$ cat src/design/diff_drive_slew_limiter_core_assert.svh
// Assertion helpers for the slew limiter core. Both sample on clk and stay quiet in reset.
`ifndef DIFF_DRIVE_SLEW_LIMITER_CORE_ASSERT_SVH
`define DIFF_DRIVE_SLEW_LIMITER_CORE_ASSERT_SVH

// The consequent must hold in the same cycle as the antecedent.
`define DDSL_ASSERT_SAME(label, ante, cons, msg) \
    label: assert property (@(posedge clk) disable iff (!rst_n) (ante) |-> (cons)) \
        else $error(msg);

// The consequent must hold in the cycle after the antecedent.
`define DDSL_ASSERT_NEXT(label, ante, cons, msg) \
    label: assert property (@(posedge clk) disable iff (!rst_n) (ante) |=> (cons)) \
        else $error(msg);

`endif

$ cat src/design/ddsl_pkg.sv
`timescale 1ns / 1ps

package ddsl_pkg;

    localparam int unsigned FIELD_W    = 16;
    localparam int unsigned RADIUS_W   = 12;
    localparam int unsigned ACCEL_W    = 16;
    localparam int unsigned PERIOD_W   = 10;
    localparam int unsigned SCALE_W    = 24;
    localparam int unsigned CFG_IDX_W  = 2;
    localparam int unsigned CFG_DATA_W = 24;

    // Wheel target numerator 1000*v -/+ R*w stays below 2^28 in magnitude.
    localparam int unsigned NUM_W  = 29;
    localparam int unsigned MAG_W  = 28;
    localparam int unsigned QUOT_W = 18;
    localparam int unsigned STEP_W = 17;

    // floor(x / 1000) as (x * ceil(2^38 / 1000)) >> 38, exact for x below 2^28.
    localparam int unsigned DIV_MUL_W     = 29;
    localparam int unsigned DIV1000_SHIFT = 38;
    localparam logic [DIV_MUL_W-1:0] DIV1000_MUL = 29'd274877907;

    localparam logic signed [NUM_W-1:0] KILO = 29'sd1000;

    localparam logic [RADIUS_W-1:0] RADIUS_RST = 12'd100;
    localparam logic [ACCEL_W-1:0]  ACCEL_RST  = 16'd1000;
    localparam logic [PERIOD_W-1:0] PERIOD_RST = 10'd10;
    localparam logic [SCALE_W-1:0]  SCALE_RST  = 24'd0;

    typedef enum logic [CFG_IDX_W-1:0] {
        CFG_RADIUS = 2'd0,
        CFG_ACCEL  = 2'd1,
        CFG_PERIOD = 2'd2,
        CFG_SCALE  = 2'd3
    } cfg_reg_e;

    typedef enum logic {
        FUNC_CMD  = 1'b0,
        FUNC_TICK = 1'b1
    } func_e;

    typedef struct packed {
        logic [RADIUS_W-1:0] radius;
        logic [ACCEL_W-1:0]  accel;
        logic [PERIOD_W-1:0] period;
        logic [SCALE_W-1:0]  scale;
    } cfg_t;

    // Wheel targets as sign and magnitude of the truncated quotient.
    typedef struct packed {
        func_e             func;
        logic              neg_l;
        logic [QUOT_W-1:0] quot_l;
        logic              neg_r;
        logic [QUOT_W-1:0] quot_r;
    } wheel_tgt_t;

    typedef struct packed {
        logic signed [FIELD_W-1:0] sp_l;
        logic signed [FIELD_W-1:0] sp_r;
    } sp_pair_t;

    function automatic logic [QUOT_W-1:0] div1000(input logic [MAG_W-1:0] mag);
        logic [MAG_W+DIV_MUL_W-1:0] prod;
        prod = {{DIV_MUL_W{1'b0}}, mag} * {{MAG_W{1'b0}}, DIV1000_MUL};
        return prod[DIV1000_SHIFT +: QUOT_W];
    endfunction

    function automatic logic signed [FIELD_W-1:0] sat16(input logic signed [QUOT_W:0] x);
        logic signed [FIELD_W-1:0] res;
        if (x > 19'sd32767)
        begin
            res = 16'sh7FFF;
        end
        else if (x < -19'sd32768)
        begin
            res = 16'sh8000;
        end
        else
        begin
            res = x[FIELD_W-1:0];
        end
        return res;
    endfunction

endpackage

$ cat src/design/ddsl_slew.sv
`timescale 1ns / 1ps

module ddsl_slew import ddsl_pkg::*;
(
    input  logic       clk,
    input  logic       rst_n,
    input  cfg_t       cfg,
    input  logic       tgt_valid,
    output logic       tgt_ready,
    input  wheel_tgt_t tgt_item,
    output logic       sp_valid,
    input  logic       sp_ready,
    output sp_pair_t   sp_item
);

    localparam int unsigned STEP_PROD_W = ACCEL_W + PERIOD_W;
    localparam logic [STEP_PROD_W-1:0] STEP_PROD_RST = 26'd10000;
    localparam logic [STEP_W-1:0]      STEP_RST      = 17'd10;

    logic [STEP_PROD_W-1:0] step_prod_reg;
    logic [STEP_W-1:0]      step_reg;
    logic [QUOT_W-1:0]      step_quot;

    logic signed [FIELD_W-1:0] tl_reg;
    logic signed [FIELD_W-1:0] tr_reg;
    logic signed [FIELD_W-1:0] sp_l_reg;
    logic signed [FIELD_W-1:0] sp_r_reg;
    logic                      sp_valid_reg;
    sp_pair_t                  sp_item_reg;

    logic signed [FIELD_W-1:0] tl_next;
    logic signed [FIELD_W-1:0] tr_next;
    logic signed [FIELD_W-1:0] sp_l_next;
    logic signed [FIELD_W-1:0] sp_r_next;
    logic                      take;

    function automatic logic signed [FIELD_W-1:0] wheel_target(input logic neg,
                                                               input logic [QUOT_W-1:0] quot);
        logic signed [QUOT_W:0] val;
        val = $signed({1'b0, quot});
        if (neg)
        begin
            val = -val;
        end
        return sat16(val);
    endfunction

    function automatic logic signed [FIELD_W-1:0] slew_to(input logic signed [FIELD_W-1:0] cur,
                                                          input logic signed [FIELD_W-1:0] tgt,
                                                          input logic [STEP_W-1:0] step);
        logic signed [STEP_W+1:0] diff;
        logic signed [STEP_W+1:0] stp;
        logic signed [STEP_W+1:0] sum;
        logic signed [FIELD_W-1:0] res;
        diff = (STEP_W+2)'(tgt) - (STEP_W+2)'(cur);
        stp  = $signed({2'b00, step});
        if (diff > stp)
        begin
            sum = (STEP_W+2)'(cur) + stp;
            res = sum[FIELD_W-1:0];
        end
        else if (-diff > stp)
        begin
            sum = (STEP_W+2)'(cur) - stp;
            res = sum[FIELD_W-1:0];
        end
        else
        begin
            res = tgt;
        end
        return res;
    endfunction

    // A command ends here, so it never waits on the result side.
    assign tgt_ready = (tgt_item.func == FUNC_CMD) || !sp_valid_reg || sp_ready;
    assign take      = tgt_valid && tgt_ready;
    assign sp_valid  = sp_valid_reg;
    assign sp_item   = sp_item_reg;

    assign step_quot = div1000({{(MAG_W-STEP_PROD_W){1'b0}}, step_prod_reg});

    always_comb
    begin
        tl_next   = wheel_target(tgt_item.neg_l, tgt_item.quot_l);
        tr_next   = wheel_target(tgt_item.neg_r, tgt_item.quot_r);
        sp_l_next = slew_to(sp_l_reg, tl_reg, step_reg);
        sp_r_next = slew_to(sp_r_reg, tr_reg, step_reg);
    end

    // The step limit follows the configuration through step_prod_reg and then step_reg.
    always_ff @(posedge clk or negedge rst_n)
    begin
        if (!rst_n)
        begin
            step_prod_reg <= STEP_PROD_RST;
            step_reg      <= STEP_RST;
        end
        else
        begin
            step_prod_reg <= cfg.accel * STEP_PROD_W'(cfg.period);
            step_reg      <= step_quot[STEP_W-1:0];
        end
    end

    always_ff @(posedge clk or negedge rst_n)
    begin
        if (!rst_n)
        begin
            tl_reg       <= '0;
            tr_reg       <= '0;
            sp_l_reg     <= '0;
            sp_r_reg     <= '0;
            sp_valid_reg <= 1'b0;
        end
        else
        begin
            if (take)
            begin
                unique case (tgt_item.func)
                    FUNC_CMD:
                    begin
                        tl_reg <= tl_next;
                        tr_reg <= tr_next;
                    end
                    FUNC_TICK:
                    begin
                        sp_l_reg <= sp_l_next;
                        sp_r_reg <= sp_r_next;
                    end
                    default:
                    begin
                    end
                endcase
            end
            if (take && tgt_item.func == FUNC_TICK)
            begin
                sp_valid_reg <= 1'b1;
            end
            else if (sp_ready)
            begin
                sp_valid_reg <= 1'b0;
            end
        end
    end

    always_ff @(posedge clk)
    begin
        if (take && tgt_item.func == FUNC_TICK)
        begin
            sp_item_reg.sp_l <= sp_l_next;
            sp_item_reg.sp_r <= sp_r_next;
        end
    end

endmodule

$ cat config.mk
export PLATFORM = sky130hd
export DESIGN_NAME = ddsl_slew
export DESIGN_NICKNAME = d
export VERILOG_FILES = /design/src/design/diff_drive_slew_limiter_core_assert.svh /design/src/design/ddsl_pkg.sv /design/src/design/ddsl_slew.sv
export SDC_FILE = /design/constraint.sdc
export NUM_CORES = 1
export LEC_CHECK = 0
export BUFFER_PORTS_ARGS = -buffer_cell sky130_fd_sc_hd__buf_4
export CAP_MARGIN = 25
export CELL_PAD_IN_SITES_DETAIL_PLACEMENT = 1
export CELL_PAD_IN_SITES_GLOBAL_PLACEMENT = 1
export CORE_MARGIN = 5
export CORE_UTILIZATION = 50
export DETAILED_ROUTE_END_ITERATION = 10
export PLACE_DENSITY_LB_ADDON = 0.1
export SLEW_MARGIN = 30
export SYNTH_ARGS = -nofsm -noshare
export SYNTH_HDL_FRONTEND = slang
export SYNTH_SLANG_ARGS = --single-unit
$ cat constraint.sdc
create_clock -name clk -period 7.4 [get_ports clk]
set_input_delay 0.37 -clock clk [delete_from_list [all_inputs] [get_ports clk]]
set_output_delay 0.37 -clock clk [all_outputs]
set_load 0.02 [all_outputs]
==> results.sh <==
export IMPL_cts_clk_slew_worst_paths_ns=0.07
export IMPL_hold_depth=3
export IMPL_fmax_mhz=139
export IMPL_first_pass_iters=5
export IMPL_avgSynthCellArea_sq_um=9.07
export IMPL_synth_seq_cells=140
export IMPL_routed_wl_microns=87000
export IMPL_syn_to_final_growth_pct=7.89
export IMPL_largest_register_ffs=32
export IMPL_ys_warnings_count=0
export IMPL_grt_pass1_wl_microns=140000
export IMPL_cts_root_buf="clkbuf_16"
export IMPL_rr_worst_depth=26
export IMPL_drtIter0Drc=1027
export IMPL_via_per_inst=5.73
export IMPL_grt_usage=0.280
export IMPL_worstReg2RegEnd="step_reg[14]"
export IMPL_slowest_delay_ns=0.56
export IMPL_fin_skew_ns=0.0220
export IMPL_cts_setup_buffers=0
export IMPL_endpoint_kind="flop"
export IMPL_nets=4177
export IMPL_ys_dominant_reg_cell="dfrtp_1"
export IMPL_dieWidth_microns=249
export IMPL_synth_edf_count=32
export IMPL_grt_max_degree=64
export IMPL_place_hpwl_microns=73400
export IMPL_synth_cell_area_sq_um=28700
export IMPL_fp_dieH_microns=249
export IMPL_criticalPathCategory="reg2reg"
export IMPL_arrival_ns=7.56
export IMPL_grt_pass1_vias=25752
export IMPL_syn_inst=3159
export IMPL_port_buffers=102
export IMPL_yosysMostFrequentCell="inv_1"
export IMPL_maxCapViolations=0
export IMPL_crit_family="adder cells"
export IMPL_async_flop_share=0.771
export IMPL_multiInputGateArea_sq_um=22300
export IMPL_seq_area_frac_synth=0.128
export IMPL_rrSetupSlack_ns=0.22
export IMPL_hold_path_class="in2reg"
export IMPL_overflow=0
export IMPL_ff_latch_area_sq_um=3670
export IMPL_gp_congestion=0.926
export IMPL_synth_commonest_cells="inv_1 (633), ha_1 (500), fa_1 (340), nand2_1 (204), a21oi_1 (148)"
export IMPL_worstSetupPathDepth=26
export IMPL_rows=87
export IMPL_synth_area_leaders="fa_1 (24%), ha_1 (22%), dfrtp_1 (8.8%)"
export IMPL_status="finished, final reports clean"
export IMPL_antenna_found_initial=0
export IMPL_worstMarginPinSlew_ns=0.901
export IMPL_wl_per_cell_microns=21.8
export IMPL_yosysTopAreaCellShare=0.238
export IMPL_vias=22908
export IMPL_finalSetupViolations=0
export IMPL_start_kind="flop"
export IMPL_clockBufferDepth=2
export IMPL_cts_sinks=140
export IMPL_path_buf_inv=8
export IMPL_hold_path_end="sp_valid"
export IMPL_synth_distinct_cells=97
export IMPL_start_util=0.506
export IMPL_crit_path_start="step_prod_reg[15]"
export IMPL_cts_tree="built"
export IMPL_fillers=6596
export IMPL_layout_min_cycle_time_ns=7.18
export IMPL_drive_gt1_frac=0.0789
export IMPL_fin_crit_sh=0.971
export IMPL_htreeDepth=4
export IMPL_cp_slowest_cell="fa_1"
export IMPL_drcViolationCount=0
export IMPL_synth_top_cell_by_area="fa_1"
export IMPL_holdWs_ns=0.174
export IMPL_core_sq_um=56600
export IMPL_synth_nets=4104
export IMPL_finalMaxSlewViolations=0
export IMPL_critPathMaxFanout=4
export IMPL_relSlewSlack=0.383
export IMPL_antenna_cells=0
export IMPL_r2r_start="step_prod_reg[15]"
export IMPL_die_area_sq_um=62200
export IMPL_io_pins=139
export IMPL_min_from="sp_ready"
export IMPL_hold_viol_final=0
export IMPL_clock_latency_ns=0.50
export IMPL_required_ns=7.77
export IMPL_ant_nets=0
export IMPL_numCtsBuffers=17
## worst register-to-register path, stage by stage, from the launching register on
cell,delay (ns)
dfrtp_1,0.46
inv_1,0.18
ha_1,0.36
inv_1,0.08
fa_1,0.49
inv_1,0.06
fa_1,0.54
inv_1,0.05
fa_1,0.49
fa_1,0.56
fa_1,0.55
inv_1,0.06
fa_1,0.54
inv_1,0.07
ha_1,0.32
nand2_1,0.08
o21a_1,0.22
a2111o_1,0.47
a31oi_2,0.23
o311ai_2,0.15
buf_4,0.19
a31oi_2,0.22
o21ai_1,0.13
o22ai_1,0.21
buf_4,0.16
o31ai_1,0.07
xnor2_1,0.13
## how the worst max path moves through the flow
stage               slack (ns)           end
floorplan                 0.90  step_reg[15]
global route             -0.04  step_reg[14]
detailed placement       -0.04  step_reg[15]
global placement          0.16  step_reg[15]
finish                    0.22  step_reg[14]
CTS                       0.09  step_reg[15]
## what timing repair did
action | CTS | global route
endpoints found under the setup margin | 3 | 5
gates resized for setup | 1 | 7
hold buffers | 1 | 0
endpoints found under the hold margin | 48 | 0
## metal layers
layer / global-route usage / share of wire
met5: 0 / 0
met4: 0.0908 / 0.032
met3: 0.0295 / 0.027
met2: 0.516 / 0.52
met1: 0.345 / 0.42
## logic make-up (layout without fill, tap and decap cells)
group,count (synthesis),count (layout),synth area share
AO/OA/AOI/OAI,570,570,0.137
buffers and inverters,712,798,0.0946
AND/OR/NAND/NOR,725,725,0.129
flip-flops,140,140,0.128
adder cells (fa/ha/maj),842,842,0.457
multiplexers,29,29,0.0110
XOR/XNOR,141,141,0.0431
## layout by cell type, fill, tap and decap left out, drive strengths merged, types with 85 or more instances in the layout
cell type	n
o21ai	106
xnor2	109
fa	340
ha	500
buf	131
dfrtp	101
and2	85
nand2	205
a21oi	150
nor2	138
inv	643
## per-stage QoR
step / area [sq um] / std cells / setup TNS [ns] / util / worst slack, ns
global placement: 30300 / 3968 / 0 / 0.535 / 0.155
finish: 30900 / 4001 / 0 / 0.546 / 0.215
global route: 30900 / 4001 / -0.0646 / 0.546 / -0.0365
CTS: 30900 / 4001 / 0 / 0.545 / 0.0892
detailed placement: 30300 / 3968 / -0.0973 / 0.535 / -0.0447
floorplan: 28700 / 3159 / 0 / - / 0.898
## area by class of cell
| cell class | count | area share |
|---|---|---|
| multi-input combinational | 2307 | 0.722 |
| sequential | 140 | 0.119 |
| inverter | 634 | 0.0770 |
| timing repair buffer | 132 | 0.0321 |
| tap | 756 | 0.0306 |
| clock buffer | 18 | 0.0142 |
| clock inverter | 14 | 0.00482 |
Power is not shown: default switching activity piles up to over one toggle a cycle in this logic, so the estimate is an artifact.
