File: config.mk
export PLATFORM = sky130hd
export DESIGN_NAME = ddsl_rpm_flat
export DESIGN_NICKNAME = d
export VERILOG_FILES = /design/src/design/diff_drive_slew_limiter_core_assert.svh /design/src/design/ddsl_pkg.sv /design/src/design/ddsl_rpm_if.sv /design/src/design/ddsl_rpm.sv /design/src/flat_wrapper.sv
export SDC_FILE = /design/constraint.sdc
export NUM_CORES = 2
export LEC_CHECK = 0
export BUFFER_PORTS_ARGS = -buffer_cell sky130_fd_sc_hd__buf_2
export CORE_MARGIN = 1
export CORE_UTILIZATION = 50
export CTS_CLUSTER_SIZE = 28
export DETAILED_ROUTE_END_ITERATION = 10
export PLACE_DENSITY_LB_ADDON = 0.15
export REMOVE_ABC_BUFFERS = 1
export SYNTH_ARGS = -nofsm -noshare
export SYNTH_HDL_FRONTEND = slang
export SYNTH_SLANG_ARGS = --single-unit
File: constraint.sdc
create_clock -name clk -period 8.5 [get_ports clk]
set_input_delay 1.7 -clock clk [delete_from_list [all_inputs] [get_ports clk]]
set_output_delay 1.7 -clock clk [all_outputs]
set_load 0.01 [all_outputs]
File: src/design/diff_drive_slew_limiter_core_assert.svh
// Assertion helpers for the slew limiter core. Both sample on clk and stay quiet in reset.
`ifndef DIFF_DRIVE_SLEW_LIMITER_CORE_ASSERT_SVH
`define DIFF_DRIVE_SLEW_LIMITER_CORE_ASSERT_SVH

// The consequent must hold in the same cycle as the antecedent.
`define DDSL_ASSERT_SAME(label, ante, cons, msg) \
    label: assert property (@(posedge clk) disable iff (!rst_n) (ante) |-> (cons)) \
        else $error(msg);

// The consequent must hold in the cycle after the antecedent.
`define DDSL_ASSERT_NEXT(label, ante, cons, msg) \
    label: assert property (@(posedge clk) disable iff (!rst_n) (ante) |=> (cons)) \
        else $error(msg);

`endif

File: src/design/ddsl_pkg.sv
`timescale 1ns / 1ps

package ddsl_pkg;

    localparam int unsigned FIELD_W    = 16;
    localparam int unsigned RADIUS_W   = 12;
    localparam int unsigned ACCEL_W    = 16;
    localparam int unsigned PERIOD_W   = 10;
    localparam int unsigned SCALE_W    = 24;
    localparam int unsigned CFG_IDX_W  = 2;
    localparam int unsigned CFG_DATA_W = 24;

    // Wheel target numerator 1000*v -/+ R*w stays below 2^28 in magnitude.
    localparam int unsigned NUM_W  = 29;
    localparam int unsigned MAG_W  = 28;
    localparam int unsigned QUOT_W = 18;
    localparam int unsigned STEP_W = 17;

    // floor(x / 1000) as (x * ceil(2^38 / 1000)) >> 38, exact for x below 2^28.
    localparam int unsigned DIV_MUL_W     = 29;
    localparam int unsigned DIV1000_SHIFT = 38;
    localparam logic [DIV_MUL_W-1:0] DIV1000_MUL = 29'd274877907;

    localparam logic signed [NUM_W-1:0] KILO = 29'sd1000;

    localparam logic [RADIUS_W-1:0] RADIUS_RST = 12'd100;
    localparam logic [ACCEL_W-1:0]  ACCEL_RST  = 16'd1000;
    localparam logic [PERIOD_W-1:0] PERIOD_RST = 10'd10;
    localparam logic [SCALE_W-1:0]  SCALE_RST  = 24'd0;

    typedef enum logic [CFG_IDX_W-1:0] {
        CFG_RADIUS = 2'd0,
        CFG_ACCEL  = 2'd1,
        CFG_PERIOD = 2'd2,
        CFG_SCALE  = 2'd3
    } cfg_reg_e;

    typedef enum logic {
        FUNC_CMD  = 1'b0,
        FUNC_TICK = 1'b1
    } func_e;

    typedef struct packed {
        logic [RADIUS_W-1:0] radius;
        logic [ACCEL_W-1:0]  accel;
        logic [PERIOD_W-1:0] period;
        logic [SCALE_W-1:0]  scale;
    } cfg_t;

    // Wheel targets as sign and magnitude of the truncated quotient.
    typedef struct packed {
        func_e             func;
        logic              neg_l;
        logic [QUOT_W-1:0] quot_l;
        logic              neg_r;
        logic [QUOT_W-1:0] quot_r;
    } wheel_tgt_t;

    typedef struct packed {
        logic signed [FIELD_W-1:0] sp_l;
        logic signed [FIELD_W-1:0] sp_r;
    } sp_pair_t;

    function automatic logic [QUOT_W-1:0] div1000(input logic [MAG_W-1:0] mag);
        logic [MAG_W+DIV_MUL_W-1:0] prod;
        prod = {{DIV_MUL_W{1'b0}}, mag} * {{MAG_W{1'b0}}, DIV1000_MUL};
        return prod[DIV1000_SHIFT +: QUOT_W];
    endfunction

    function automatic logic signed [FIELD_W-1:0] sat16(input logic signed [QUOT_W:0] x);
        logic signed [FIELD_W-1:0] res;
        if (x > 19'sd32767)
        begin
            res = 16'sh7FFF;
        end
        else if (x < -19'sd32768)
        begin
            res = 16'sh8000;
        end
        else
        begin
            res = x[FIELD_W-1:0];
        end
        return res;
    endfunction

endpackage

File: src/design/ddsl_rpm_if.sv
`timescale 1ns / 1ps

interface ddsl_rpm_if import ddsl_pkg::*; ();
    logic                      valid;
    logic                      ready;
    logic signed [FIELD_W-1:0] left_rpm;
    logic signed [FIELD_W-1:0] right_rpm;

    modport source (output valid, output left_rpm, output right_rpm, input ready);
    modport sink (input valid, input left_rpm, input right_rpm, output ready);
endinterface

File: src/design/ddsl_rpm.sv
`timescale 1ns / 1ps

module ddsl_rpm import ddsl_pkg::*;
(
    input  logic      clk,
    input  logic      rst_n,
    input  cfg_t      cfg,
    input  logic      sp_valid,
    output logic      sp_ready,
    input  sp_pair_t  sp_item,
    ddsl_rpm_if.source rpm
);

    localparam int unsigned MAG_SP_W = FIELD_W + 1;
    localparam int unsigned PROD_W   = MAG_SP_W + SCALE_W;
    localparam int unsigned Q_W      = PROD_W - 16;

    logic              p_valid_reg;
    logic              p_neg_l_reg;
    logic              p_neg_r_reg;
    logic [PROD_W-1:0] p_prod_l_reg;
    logic [PROD_W-1:0] p_prod_r_reg;

    logic                      out_valid_reg;
    logic signed [FIELD_W-1:0] rpm_l_reg;
    logic signed [FIELD_W-1:0] rpm_r_reg;

    logic                       load_p;
    logic                       load_o;
    logic signed [MAG_SP_W-1:0] ext_l;
    logic signed [MAG_SP_W-1:0] ext_r;
    logic [MAG_SP_W-1:0]        mag_l;
    logic [MAG_SP_W-1:0]        mag_r;

    // Saturate the signed rpm; the negative side reaches one further.
    function automatic logic signed [FIELD_W-1:0] to_rpm(input logic neg,
                                                         input logic [Q_W-1:0] q);
        logic signed [FIELD_W-1:0] res;
        if (neg)
        begin
            if (q > Q_W'(32768))
            begin
                res = 16'sh8000;
            end
            else
            begin
                res = -$signed(q[FIELD_W-1:0]);
            end
        end
        else
        begin
            if (q > Q_W'(32767))
            begin
                res = 16'sh7FFF;
            end
            else
            begin
                res = $signed(q[FIELD_W-1:0]);
            end
        end
        return res;
    endfunction

    assign load_o   = !out_valid_reg || rpm.ready;
    assign load_p   = !p_valid_reg || load_o;
    assign sp_ready = load_p;

    assign rpm.valid     = out_valid_reg;
    assign rpm.left_rpm  = rpm_l_reg;
    assign rpm.right_rpm = rpm_r_reg;

    always_comb
    begin
        ext_l = MAG_SP_W'(sp_item.sp_l);
        ext_r = MAG_SP_W'(sp_item.sp_r);
        mag_l = ext_l[MAG_SP_W-1] ? MAG_SP_W'(-ext_l) : MAG_SP_W'(ext_l);
        mag_r = ext_r[MAG_SP_W-1] ? MAG_SP_W'(-ext_r) : MAG_SP_W'(ext_r);
    end

    always_ff @(posedge clk or negedge rst_n)
    begin
        if (!rst_n)
        begin
            p_valid_reg   <= 1'b0;
            out_valid_reg <= 1'b0;
        end
        else
        begin
            if (load_p)
            begin
                p_valid_reg <= sp_valid;
            end
            if (load_o)
            begin
                out_valid_reg <= p_valid_reg;
            end
        end
    end

    always_ff @(posedge clk)
    begin
        if (load_p)
        begin
            p_neg_l_reg  <= sp_item.sp_l[FIELD_W-1];
            p_neg_r_reg  <= sp_item.sp_r[FIELD_W-1];
            p_prod_l_reg <= PROD_W'(mag_l) * PROD_W'(cfg.scale);
            p_prod_r_reg <= PROD_W'(mag_r) * PROD_W'(cfg.scale);
        end
        if (load_o)
        begin
            rpm_l_reg <= to_rpm(p_neg_l_reg, p_prod_l_reg[PROD_W-1:16]);
            rpm_r_reg <= to_rpm(p_neg_r_reg, p_prod_r_reg[PROD_W-1:16]);
        end
    end

endmodule
File: src/flat_wrapper.sv
// flat-port wrapper written by rule: the top's interface ports become plain ports
module ddsl_rpm_flat import ddsl_pkg::*;
  (clk, rst_n, cfg, sp_valid, sp_ready, sp_item, rpm_valid, rpm_left_rpm, rpm_right_rpm, rpm_ready);
  ddsl_rpm_if rpm_i ();
  input  logic clk;
  input  logic rst_n;
  input  cfg_t cfg;
  input  logic sp_valid;
  output logic sp_ready;
  input  sp_pair_t sp_item;
  output wire logic [$bits(rpm_i.valid)-1:0] rpm_valid;
  output wire logic [$bits(rpm_i.left_rpm)-1:0] rpm_left_rpm;
  output wire logic [$bits(rpm_i.right_rpm)-1:0] rpm_right_rpm;
  input wire logic [$bits(rpm_i.ready)-1:0] rpm_ready;
  assign rpm_valid = rpm_i.valid;
  assign rpm_left_rpm = rpm_i.left_rpm;
  assign rpm_right_rpm = rpm_i.right_rpm;
  assign rpm_i.ready = rpm_ready;
  ddsl_rpm u_core (.clk(clk), .rst_n(rst_n), .cfg(cfg), .sp_valid(sp_valid), .sp_ready(sp_ready), .sp_item(sp_item), .rpm(rpm_i));
endmodule
==> results.sh <==
export IMPL_dp_slack_ns=-0.798
export IMPL_synth_most_common_cell="inv_1"
export IMPL_drc_errors=0
export IMPL_slew_headroom_pct=33.1
export IMPL_yosysSeqAreaShare_pct=8.78
export IMPL_cts_tree="built"
export IMPL_die_y_um=244
export IMPL_synth_compound_area_share_pct=5.70
export IMPL_design_area_mm2=0.0343
export IMPL_yosysTopAreaCellShare_pct=44.7
export IMPL_numCtsBuffers=9
export IMPL_start_util_pct=50.7
export IMPL_clk_path_buf_depth=2
export IMPL_dpl_hpwl_um=60900
export IMPL_syn_inst=3261
export IMPL_h_tree_depth=3
export IMPL_cp_end_kind="flop"
export IMPL_area_growth_pct=17.2
export IMPL_port_buffers=93
export IMPL_setup_viol=2
export IMPL_cp_required_ns=8.60
export IMPL_diodes=0
export IMPL_post_drt_wl_per_cell_um=16.7
export IMPL_critPathMaxFanout=7
export IMPL_ys_top_cells_by_count="782 x inv_1, 654 x fa_1, 573 x nand2_1"
export IMPL_dr_pass1_iters=5
export IMPL_synth_edf_count=84
export IMPL_nFillCells=5113
export IMPL_startpoint_type="primary input"
export IMPL_antenna_found_initial=1
export IMPL_die_area_mm2=0.0596
export IMPL_status="finished with violations"
export IMPL_synthArstFlopShare_pct=2.33
export IMPL_ant_nets=0
export IMPL_synthXorXnorAreaFrac_pct=2.48
export IMPL_dpl_cell_area_mm2=0.0331
export IMPL_coreArea_mm2=0.0578
export IMPL_grtUsageTotal_pct=25.9
export IMPL_synth_area_per_cell_um2=8.98
export IMPL_dpl_cell_count=4342
export IMPL_synth_distinct_cells=66
export IMPL_tightest_slew_ns=0.997
export IMPL_synth_top_family_by_area="adder cells"
export IMPL_synth_area_mm2=0.0293
export IMPL_drt_iter0_markers=1458
export IMPL_routed_wl_um=73300
export IMPL_slew_viol_final=0
export IMPL_synthFlopType="edfxtp_1"
export IMPL_grt_max_degree=55
export IMPL_yosys_area_share_simple_pct=16.3
export IMPL_ctsHoldBuffers=0
export IMPL_min_path_type="flop to flop"
export IMPL_max_stage_delay_ns=0.56
export IMPL_synth_top_cell_by_area="fa_1"
export IMPL_yosys_warnings=0
export IMPL_grt_pass1_wl_um=123000
export IMPL_violations="setup timing"
export IMPL_viasPerCell=5.19
export IMPL_via_count=22700
export IMPL_gp_congestion=0.917
export IMPL_io_pins=132
export IMPL_row_count=88
export IMPL_worstSetupPathType="primary input to flop"
export IMPL_utilization_pct=59.4
export IMPL_netlist_top_cells_area="fa_1 45%, inv_1 10%, ha_1 9.9%, edfxtp_1 8.6%, nand2_1 7.3%"
export IMPL_crit_family="adder cells"
export IMPL_grt_pass1_vias=24600
export IMPL_synth_fa_ha_area_share_pct=54.6
export IMPL_crit_arrival_ns=8.62
export IMPL_rsz0062_at_grt="yes"
export IMPL_hold_viol_final=0
export IMPL_drive_gt1_share_pct=16.3
export IMPL_path_clk_slew_ns=0.07
export IMPL_path_buf_inv=5
export IMPL_clock_latency_ns=0.35
export IMPL_worst_path_most_repeated_cell="fa_1"
export IMPL_slowest_stage="fa_2"
export IMPL_grt_overflow=0
export IMPL_period_minus_slack_ns=8.52
export IMPL_clock_fmax_mhz=117
export IMPL_cts_root_buf="clkbuf_16"
export IMPL_skew_ns=0.00816
export IMPL_ys_ff_latch=86
export IMPL_synth_area_mux_share_pct=0.0342
export IMPL_final_nets=4594
export IMPL_instances_no_fill=4380
export IMPL_fin_crit_sh_pct=100
export IMPL_cap_violations=0
export IMPL_cts_num_sinks=86
export IMPL_die_w_um=244
export IMPL_setup_slack_ns=-0.0239
[final timing paths]
path                            cells after the start                                end  slack [ns]                               from
worst max-delay path                               25  u_core.p_prod_l_reg[35]$_DFFE_PP_       -0.02                        sp_item[22]
worst min-delay path                                1       u_core.rpm.valid$_DFFE_PN0P_        0.48     u_core.p_valid_reg$_DFFE_PN0P_
worst max register to register                     10  u_core.rpm.right_rpm[6]$_DFFE_PP_        4.78  u_core.p_prod_r_reg[16]$_DFFE_PP_
worst min register to register                      1       u_core.rpm.valid$_DFFE_PN0P_        0.48     u_core.p_valid_reg$_DFFE_PN0P_
max in group asynchronous                           1     u_core.p_valid_reg$_DFFE_PN0P_        7.28                              rst_n
min in group asynchronous                           1       u_core.rpm.valid$_DFFE_PN0P_        1.13                              rst_n
[stage by stage]
step / hold slack (ns) / TNS, ns
final: 0.483 / -0.0247
after global routing: 0.495 / -1.52
after global placement: 0.447 / -18.10
after floorplan: 0.435 / -30.28
after detailed placement: 0.472 / -21.22
after CTS: 0.488 / -0.0274
[layout by cell type (no fill, tap or decap), types with 10 or more instances in the layout]
master    synthesis  layout
buf_2             0      90
and3_1           13      12
ha_1            232     222
nand2b_1         13      12
ha_4              0      10
a21oi_2           0      11
a21o_1           39      39
xnor2_1          56      35
nand4_1          13      13
buf_4             0     318
xor2_1           27      24
conb_1            2      48
nand2_1         573     564
inv_1           782     778
a21oi_1          68      55
fa_1            654     652
buf_12            0      13
xnor2_2           0      17
buf_6             1      18
edfxtp_1         84      84
o21ai_0          54      38
or3_1            14      13
nor2_1           37      35
nand3_1          19      17
and2_1          259     256
nor3_1           26      21
[area by class of cell]
cell class	count	area [µm²]	area share, %
clock buffer	9	225	0.656
clock inverter	7	57.6	0.168
inverter	786	2950	8.60
multi-input combinational	2286	24200	70.6
sequential	86	2570	7.49
tap	765	957	2.79
timing repair buffer	441	3330	9.69
[cells by family after synthesis]
family                     Yosys count
buffers and inverters              936
adders and majority gates          886
DFF                                 86
AOI/OAI and AO/OA                  258
muxes                                1
other                                2
and+or+nand+nor                   1009
xor gates and xnor gates            83
[per-layer routing]
layer | vias to the layer above | wire, µm | global-route usage (%)
li1 | 10400 | - | -
met4 | 0 | 2170 | 7.81
met5 | - | 0 | 0
met1 | 11700 | 30600 | 34.9
met3 | 119 | 4030 | 2.27
met2 | 608 | 36600 | 44.6
[repair_timing]
item,CTS,global route
gates cloned,0,3
resized for setup,39,116
setup endpoints to repair,32,39
pin swaps,9,54
setup buffers,7,13
Power is left out: the tool's default activity adds up to more than one toggle a clock period on the data nets, which glitch-free logic cannot reach.
